File: src/sv/mpct_pkg.sv
// Shared types and constants of the mouse cursor tracker.
// No dependencies; used by every RTL file of the block.
package mpct_pkg;

	// field widths
	localparam int BYTE_W      = 8;
	localparam int SIZE_W      = 13;
	localparam int CURSOR_W    = 12;
	localparam int CFG_IDX_W   = 1;
	localparam int COORD_BITS_DEF = 12;

	// controller status and header bits
	localparam logic [BYTE_W-1:0] ST_READY = 8'h01;
	localparam logic [BYTE_W-1:0] ST_MOUSE = 8'h20;
	localparam logic [BYTE_W-1:0] HDR_SYNC = 8'h08;

	// register indexes
	localparam logic [CFG_IDX_W-1:0] CFG_SCREEN_WIDTH  = 1'b0;
	localparam logic [CFG_IDX_W-1:0] CFG_SCREEN_HEIGHT = 1'b1;

	// reset values
	localparam logic [SIZE_W-1:0] WIDTH_RESET  = 13'd1024;
	localparam logic [SIZE_W-1:0] HEIGHT_RESET = 13'd768;
	localparam int POS_X_RESET = 512;
	localparam int POS_Y_RESET = 384;

	// completed packet handed from the framer to the cursor unit
	typedef struct packed {
		logic              complete;
		logic              left;
		logic [BYTE_W-1:0] dx;
		logic [BYTE_W-1:0] dy;
	} pkt_t;

endpackage

File: src/sv/mpct_framer.sv
// Packet framer: filters usable polls and assembles three-byte mouse packets.
// Depends on mpct_pkg.
module mpct_framer (
	input  logic                        clk,
	input  logic                        arst_n,
	input  logic                        item_valid,
	input  logic                        advance,
	input  logic [mpct_pkg::BYTE_W-1:0] status,
	input  logic [mpct_pkg::BYTE_W-1:0] data,
	output mpct_pkg::pkt_t              pkt
);

	typedef enum logic [2:0] {
		PH_HEADER = 3'b001,
		PH_XDELTA = 3'b010,
		PH_YDELTA = 3'b100
	} phase_t;

	phase_t                      phase_q;
	phase_t                      phase_d;
	logic [mpct_pkg::BYTE_W-1:0] header_q;
	logic [mpct_pkg::BYTE_W-1:0] xdelta_q;
	logic                        usable;
	logic                        is_sync;
	logic                        take_header;
	logic                        take_xdelta;
	logic                        complete;

	// use a byte only when data is ready and it came from the mouse
	assign usable = item_valid
		&& ((status & mpct_pkg::ST_READY) != '0)
		&& ((status & mpct_pkg::ST_MOUSE) != '0);
	assign is_sync = (data & mpct_pkg::HDR_SYNC) != '0;

	// next phase; drop unsynchronised header bytes
	always_comb begin
		phase_d     = phase_q;
		take_header = 1'b0;
		take_xdelta = 1'b0;
		complete    = 1'b0;
		unique case (phase_q)
			PH_HEADER: begin
				if (usable && is_sync) begin
					phase_d     = PH_XDELTA;
					take_header = 1'b1;
				end
			end
			PH_XDELTA: begin
				if (usable) begin
					phase_d     = PH_YDELTA;
					take_xdelta = 1'b1;
				end
			end
			PH_YDELTA: begin
				if (usable) begin
					phase_d  = PH_HEADER;
					complete = 1'b1;
				end
			end
			default: begin
				phase_d = PH_HEADER;
			end
		endcase
	end

	// advance the framing state when the held request moves on
	always_ff @(posedge clk or negedge arst_n) begin
		if (!arst_n) begin
			phase_q <= PH_HEADER;
		end else if (advance) begin
			phase_q <= phase_d;
		end
	end

	// hold the header and X delta bytes
	always_ff @(posedge clk) begin
		if (advance && take_header) begin
			header_q <= data;
		end
		if (advance && take_xdelta) begin
			xdelta_q <= data;
		end
	end

	assign pkt.complete = complete;
	assign pkt.left     = header_q[0];
	assign pkt.dx       = xdelta_q;
	assign pkt.dy       = data;

endmodule

File: src/sv/mpct_cursor.sv
// Cursor unit: applies packet deltas, clamps to the screen, tracks the left button.
// Depends on mpct_pkg.
module mpct_cursor #(
	parameter int COORD_BITS = mpct_pkg::COORD_BITS_DEF
) (
	input  logic                          clk,
	input  logic                          arst_n,
	input  logic                          advance,
	input  mpct_pkg::pkt_t                pkt,
	input  logic [mpct_pkg::SIZE_W-1:0]   screen_width,
	input  logic [mpct_pkg::SIZE_W-1:0]   screen_height,
	output logic [COORD_BITS-1:0]         next_x,
	output logic [COORD_BITS-1:0]         next_y,
	output logic                          next_down,
	output logic                          next_pressed
);

	localparam logic [31:0] SPAN      = 32'(1) << COORD_BITS;
	localparam logic [31:0] COORD_MAX = SPAN - 32'd1;
	localparam logic [COORD_BITS-1:0] RESET_X = (mpct_pkg::POS_X_RESET > COORD_MAX)
		? COORD_BITS'(COORD_MAX) : COORD_BITS'(mpct_pkg::POS_X_RESET);
	localparam logic [COORD_BITS-1:0] RESET_Y = (mpct_pkg::POS_Y_RESET > COORD_MAX)
		? COORD_BITS'(COORD_MAX) : COORD_BITS'(mpct_pkg::POS_Y_RESET);

	logic [COORD_BITS-1:0]        pos_x_q;
	logic [COORD_BITS-1:0]        pos_y_q;
	logic                         button_q;
	logic [COORD_BITS-1:0]        top_x;
	logic [COORD_BITS-1:0]        top_y;
	logic signed [COORD_BITS+1:0] sum_x;
	logic signed [COORD_BITS+1:0] sum_y;
	logic                         update;

	// largest coordinate for a screen size: zero acts as one, oversize saturates
	function automatic logic [COORD_BITS-1:0] size_top(input logic [mpct_pkg::SIZE_W-1:0] sz);
		logic [COORD_BITS-1:0] r;
		if (sz == '0) begin
			r = '0;
		end else if (32'(sz) > SPAN) begin
			r = COORD_BITS'(COORD_MAX);
		end else begin
			r = COORD_BITS'(sz - mpct_pkg::SIZE_W'(1));
		end
		return r;
	endfunction

	// clamp a signed coordinate to [0, top]
	function automatic logic [COORD_BITS-1:0] clamp(
		input logic signed [COORD_BITS+1:0] v,
		input logic [COORD_BITS-1:0]        top
	);
		logic [COORD_BITS-1:0] r;
		if (v < 0) begin
			r = '0;
		end else if (v > $signed({2'b00, top})) begin
			r = top;
		end else begin
			r = v[COORD_BITS-1:0];
		end
		return r;
	endfunction

	assign top_x = size_top(screen_width);
	assign top_y = size_top(screen_height);

	// add X delta, subtract Y delta, both sign-extended from eight bits
	assign sum_x = $signed({2'b00, pos_x_q})
		+ $signed({{(COORD_BITS-6){pkt.dx[7]}}, pkt.dx});
	assign sum_y = $signed({2'b00, pos_y_q})
		- $signed({{(COORD_BITS-6){pkt.dy[7]}}, pkt.dy});

	assign next_x       = clamp(sum_x, top_x);
	assign next_y       = clamp(sum_y, top_y);
	assign next_down    = pkt.left;
	assign next_pressed = pkt.left & ~button_q;

	assign update = advance && pkt.complete;

	// commit position and button state on a completed packet
	always_ff @(posedge clk or negedge arst_n) begin
		if (!arst_n) begin
			pos_x_q  <= RESET_X;
			pos_y_q  <= RESET_Y;
			button_q <= 1'b0;
		end else if (update) begin
			pos_x_q  <= next_x;
			pos_y_q  <= next_y;
			button_q <= pkt.left;
		end
	end

endmodule

File: src/sv/mouse_packet_cursor_tracker.sv
// Top level of the mouse cursor tracker: input register, config, result register.
// Depends on mpct_pkg, mpct_framer and mpct_cursor.
//
// Usage:
//   Each input request is one controller poll (controller_status, data_byte)
//   on in_valid/in_stall. Polls whose status lacks data-ready or mouse-source
//   are consumed with no effect. Every third usable byte (after a header byte
//   with bit 3 set) completes a packet and yields one result request on
//   out_valid/out_stall carrying cursor_x, cursor_y, left_down, left_pressed.
//   Polls are taken one per cycle while in_stall is low; the single add-and-clamp
//   stage lies between the input and result registers. When out_stall holds a
//   result, polls that cause no result still drain; a packet-completing poll
//   waits in the input register and raises in_stall. Reset: cursor at (512,
//   384) (saturated to the coordinate range), button up, framer waiting for a
//   header, screen 1024 x 768, no result pending. The user must write screen
//   size via cfg_we/cfg_index/cfg_data only while idle; the block does not
//   enforce this.
module mouse_packet_cursor_tracker #(
	parameter int COORD_BITS = mpct_pkg::COORD_BITS_DEF
) (
	input  logic                           clk,
	input  logic                           arst_n,
	input  logic                           cfg_we,
	input  logic [mpct_pkg::CFG_IDX_W-1:0] cfg_index,
	input  logic [mpct_pkg::SIZE_W-1:0]    cfg_data,
	input  logic                           in_valid,
	output logic                           in_stall,
	input  logic [mpct_pkg::BYTE_W-1:0]    controller_status,
	input  logic [mpct_pkg::BYTE_W-1:0]    data_byte,
	output logic                           out_valid,
	input  logic                           out_stall,
	output logic [mpct_pkg::CURSOR_W-1:0]  cursor_x,
	output logic [mpct_pkg::CURSOR_W-1:0]  cursor_y,
	output logic                           left_down,
	output logic                           left_pressed
);

	logic [mpct_pkg::SIZE_W-1:0]   width_q;
	logic [mpct_pkg::SIZE_W-1:0]   height_q;
	logic                          item_valid_s1;
	logic [mpct_pkg::BYTE_W-1:0]   status_s1;
	logic [mpct_pkg::BYTE_W-1:0]   data_s1;
	logic                          valid_s2;
	logic [mpct_pkg::CURSOR_W-1:0] x_s2;
	logic [mpct_pkg::CURSOR_W-1:0] y_s2;
	logic                          down_s2;
	logic                          pressed_s2;
	mpct_pkg::pkt_t                pkt;
	logic [COORD_BITS-1:0]         next_x;
	logic [COORD_BITS-1:0]         next_y;
	logic                          next_down;
	logic                          next_pressed;
	logic                          accept;
	logic                          advance;
	logic                          out_free;

	// configuration registers
	always_ff @(posedge clk or negedge arst_n) begin
		if (!arst_n) begin
			width_q  <= mpct_pkg::WIDTH_RESET;
			height_q <= mpct_pkg::HEIGHT_RESET;
		end else if (cfg_we) begin
			if (cfg_index == mpct_pkg::CFG_SCREEN_WIDTH) begin
				width_q <= cfg_data;
			end else if (cfg_index == mpct_pkg::CFG_SCREEN_HEIGHT) begin
				height_q <= cfg_data;
			end
		end
	end

	// move the held poll on unless it completes a packet into a blocked result slot
	assign out_free = !valid_s2 || !out_stall;
	assign advance  = item_valid_s1 && (!pkt.complete || out_free);
	assign in_stall = item_valid_s1 && !advance;
	assign accept   = in_valid && !in_stall;

	// input register
	always_ff @(posedge clk or negedge arst_n) begin
		if (!arst_n) begin
			item_valid_s1 <= 1'b0;
		end else if (accept) begin
			item_valid_s1 <= 1'b1;
		end else if (advance) begin
			item_valid_s1 <= 1'b0;
		end
	end

	always_ff @(posedge clk) begin
		if (accept) begin
			status_s1 <= controller_status;
			data_s1   <= data_byte;
		end
	end

	mpct_framer u_framer (
		.clk        (clk),
		.arst_n     (arst_n),
		.item_valid (item_valid_s1),
		.advance    (advance),
		.status     (status_s1),
		.data       (data_s1),
		.pkt        (pkt)
	);

	mpct_cursor #(
		.COORD_BITS (COORD_BITS)
	) u_cursor (
		.clk           (clk),
		.arst_n        (arst_n),
		.advance       (advance),
		.pkt           (pkt),
		.screen_width  (width_q),
		.screen_height (height_q),
		.next_x        (next_x),
		.next_y        (next_y),
		.next_down     (next_down),
		.next_pressed  (next_pressed)
	);

	// result register: load on a completed packet, drop once taken
	always_ff @(posedge clk or negedge arst_n) begin
		if (!arst_n) begin
			valid_s2 <= 1'b0;
		end else if (advance && pkt.complete) begin
			valid_s2 <= 1'b1;
		end else if (!out_stall) begin
			valid_s2 <= 1'b0;
		end
	end

	always_ff @(posedge clk) begin
		if (advance && pkt.complete) begin
			x_s2       <= mpct_pkg::CURSOR_W'(next_x);
			y_s2       <= mpct_pkg::CURSOR_W'(next_y);
			down_s2    <= next_down;
			pressed_s2 <= next_pressed;
		end
	end

	assign out_valid    = valid_s2;
	assign cursor_x     = x_s2;
	assign cursor_y     = y_s2;
	assign left_down    = down_s2;
	assign left_pressed = pressed_s2;

endmodule

File: config.mk
export PLATFORM = sky130hd
export DESIGN_NAME = mouse_packet_cursor_tracker
export DESIGN_NICKNAME = d
export VERILOG_FILES = /design/src/sv/mpct_pkg.sv /design/src/sv/mpct_framer.sv /design/src/sv/mpct_cursor.sv /design/src/sv/mouse_packet_cursor_tracker.sv
export SDC_FILE = /design/constraint.sdc
export NUM_CORES = 1
export LEC_CHECK = 0
export BUFFER_PORTS_ARGS = -buffer_cell sky130_fd_sc_hd__buf_4
export CAP_MARGIN = 20
export CORE_UTILIZATION = 52
export DETAILED_ROUTE_END_ITERATION = 12
export PLACE_DENSITY_LB_ADDON = 0.1
export SYNTH_ARGS = -nofsm -noshare
export SYNTH_HDL_FRONTEND = slang
export SYNTH_SLANG_ARGS = --single-unit
export TNS_END_PERCENT = 10
File: constraint.sdc
create_clock -name clk -period 5 [get_ports clk]
set_clock_uncertainty 0.2 [all_clocks]
set_input_delay 0.25 -clock clk [delete_from_list [all_inputs] [get_ports clk]]
set_output_delay 0.25 -clock clk [all_outputs]
set_load 0.02 [all_outputs]
==> impl_metrics.py <==
metrics = {
    "run_status": {
        "status": "finished clean",
    },
    "global_routing": {
        "grtUsageTotal_pct": 24.0,
        "grt_pass1_wl_um": 24300,
        "grt_pass1_vias": 5001,
        "grt_max_degree": 57,
        "overflow": 0,
        "antenna_found_initial": 0,
    },
    "timing": {
        "setup_viol": 0,
        "finalSetupTns_ns": 0,
        "drv_slew": 0,
        "hold_violations": 0,
        "maxSlewHeadroom_pct": 33.5,
        "tightest_slew_ns": 0.997,
        "fin_crit_ns": 4.71,
        "finalCritPeriodShare_pct": 94.3,
        "rsz0062_at_grt": "no",
        "fmax_ghz": 0.212,
    },
    "routing": {
        "vias": 5144,
        "drc": 0,
        "wl_per_cell_um": 16.2,
        "avgViaCountPerCell": 5.72,
        "finalWirelength_um": 14600,
        "drt-pass1-iter-count": 6,
        "postRouteAntennaNets": 0,
        "first_iter_violations": 254,
    },
    "floorplanning": {
        "ios": 63,
        "die_h_um": 115,
        "dieArea_mm2": 0.0131,
        "rows": 40,
        "die_w_um": 115,
        "core_area_mm2": 0.0122,
        "start_util_pct": 54.2,
    },
    "critical_path": {
        "critPathCaptureType": "register",
        "crit_type": "reg -> reg",
        "cp.arrival_ns": 4.61,
        "crit_family": "compound AO/OA/AOI/OAI gates",
        "cp-start-kind": "register",
        "worstPathCellList": "ha_1, inv_1, fa_1, a211oi_1, o21ai_1, a31o_2, a21o_1, a21oi_1, xnor2_1, ha_1, nand4_1, nor2_1, a211oi_1, a211oi_2, o22ai_1, o22a_1, buf_4, mux2i_1, nor2_1",
        "cp_slowest_cell": "a211oi_2",
        "cp.required_ns": 4.90,
        "max_stage_delay_ns": 0.44,
        "crit_fanout": 7,
        "cp_num_buf_inv": 2,
    },
    "pwr": {
        "irDropWorstVdd_uv": 234,
        "power_density_mw_per_mm2": 470,
        "p_leak_nw": 3.35,
    },
    "cts": {
        "clk_pin_slew_ns": 0.07,
        "cts-resized-gates": 0,
        "cts.sinks": 101,
        "tritoncts": "done",
        "cts_buffers": 9,
        "cts_buffer_depth": 2,
        "htreeDepth": 3,
        "clockRootBuffer": "clkbuf_16",
        "clock_latency_ns": 0.34,
    },
    "layout": {
        "area_delta_synth_final_pct": 17.4,
        "mostFrequentLayoutCell": "buf_4",
        "drive_above_1_share_pct": 20.8,
        "fin_nets": 818,
        "final_util_pct": 63.7,
        "layout_common_cells": "65 x buf_4, 57 x nand2_1, 55 x nor2_1, 54 x ha_1, 49 x dfrtp_1",
        "fillCellCount": 1011,
        "diodes": 0,
    },
    "synth": {
        "synth_area_mm2": 0.00659,
        "synth.avg_cell_area_um2": 10.3,
        "yosysWarnings": 0,
        "syn_nets": 734,
        "synth-edff-count": 45,
        "async_reset_ff_share_pct": 55.4,
        "netlist_instances": 643,
        "synth_seq_cells": 101,
        "synth-main-ff-cell": "dfrtp_1",
        "synth-seq-area-share_pct": 41.9,
        "yosysUniqueCellTypes": 70,
    },
    "place": {
        "place.gp.congestion": 0.877,
        "place_hpwl_um": 10900,
        "io_buffer_count": 56,
    },
    "run": {
        "cap_viol_max_count": 0,
    },
    "hold_path": {
        "hold_class": "in -> reg",
    },
}
## state kept, by name (all words and copies together) (netlist names)
| register | cells |
|---|---|
| height_q | 13 |
| left_down | 1 |
| status_s1 | 2 |
| data_s1 | 8 |
| u_cursor.button_q | 1 |
| out_valid | 1 |
| cursor_x | 12 |
| u_cursor.pos_y_q | 12 |
| u_cursor.pos_x_q | 12 |
| u_framer.phase_q | 3 |
| u_framer.xdelta_q | 8 |
| item_valid_s1 | 1 |
| cursor_y | 12 |
| width_q | 13 |
| left_pressed | 1 |
| u_framer.header_q | 1 |
## through the flow
stage / power (W) / instance area (um^2) / std cells / worst slack (ns) / hold slack (ns)
6_report: 0.00364 / 7740 / 900 / 0.286 / 0.0773
5_1_grt: 0.00392 / 7740 / 900 / 0.0104 / 0.118
4_1_cts: 0.00365 / 7730 / 899 / 0.340 / 0.246
3_5_place_dp: 0.00293 / 7180 / 857 / 0.362 / 0.178
3_3_place_gp: 0.00287 / 7180 / 857 / 0.452 / 0.175
2_1_floorplan: 0.00254 / 6590 / 643 / 0.780 / -0.246
## kinds of logic after synthesis
family	count (synthesis)	share of synthesized area, %
AOI/OAI and AO/OA	173	18.8
xor gates and xnor gates	30	3.98
adders and majority gates	56	10.9
buffers and inverters	51	3.43
DFF	101	41.9
muxes	34	5.77
and+or+nand+nor	198	15.3
## routing by layer
layer	track usage, %	share of wire [%]	vias to the layer above
met1	30.9	45	2480
met5	0	0	-
met2	41.2	51	114
met3	4.08	3.6	23
li1	-	-	2527
met4	7.62	1.1	0
## synth_stat cells (all sizes together) (11+ instances only)
| cell type | number | area, um^2 |
|---|---|---|
| inv | 33 | 124 |
| nand2b | 13 | 81.3 |
| edfxtp | 45 | 1350 |
| o21a | 15 | 113 |
| a21o | 13 | 97.6 |
| nand2 | 57 | 214 |
| xnor2 | 20 | 175 |
| ha | 54 | 676 |
| dfrtp | 49 | 1230 |
| mux2 | 32 | 360 |
| o21ai | 36 | 180 |
| a21oi | 43 | 226 |
| nand3 | 11 | 55.1 |
| nor2 | 56 | 213 |
| o21bai | 12 | 105 |
## tightest hold or removal path, delay by kind of cell
| kind | cells | cell delay [ns] |
|---|---|---|
| AOI/OAI and AO/OA | 1 | 0.15 |
| buffers and inverters | 1 | 0.09 |
| and+or+nand+nor | 1 | 0.09 |
## report_power, final
part           switching, W  leakage, nW  internal (W)
sequential         0.000103         1.07       0.00104
clock              0.000309        0.138      0.000390
combinational       0.00102         2.14      0.000777
total               0.00143         3.35       0.00221
## final cells by class
type,instances,area (um^2),share of cell area [%]
timing repair buffer,91,748,9.67
sequential,101,2760,35.7
clock buffer,11,233,3.01
clock inverter,5,58.8,0.760
inverter,33,124,1.60
tap,168,210,2.72
multi-input combinational,491,3610,46.6
## worst paths after layout
check,slack [ns],start,to,cells past startpoint
max in group asynchronous,3.77,arst_n,width_q[6],2
setup / recovery,0.29,data_s1[0],cursor_y[10],19
hold reg to reg,0.26,data_s1[1],u_framer.xdelta_q[1],0
setup reg to reg,0.29,data_s1[0],cursor_y[10],19
hold / removal,0.08,cfg_index,width_q[11],3
min in group asynchronous,0.33,arst_n,u_cursor.pos_y_q[4],2
## timing repair
| action | 4_1_cts | 5_1_grt |
|---|---|---|
| hold buffers | 26 | 0 |
| setup buffers | 0 | 0 |
| hold endpoints to repair | 87 | 0 |
Power figures use the tool's default switching activity.
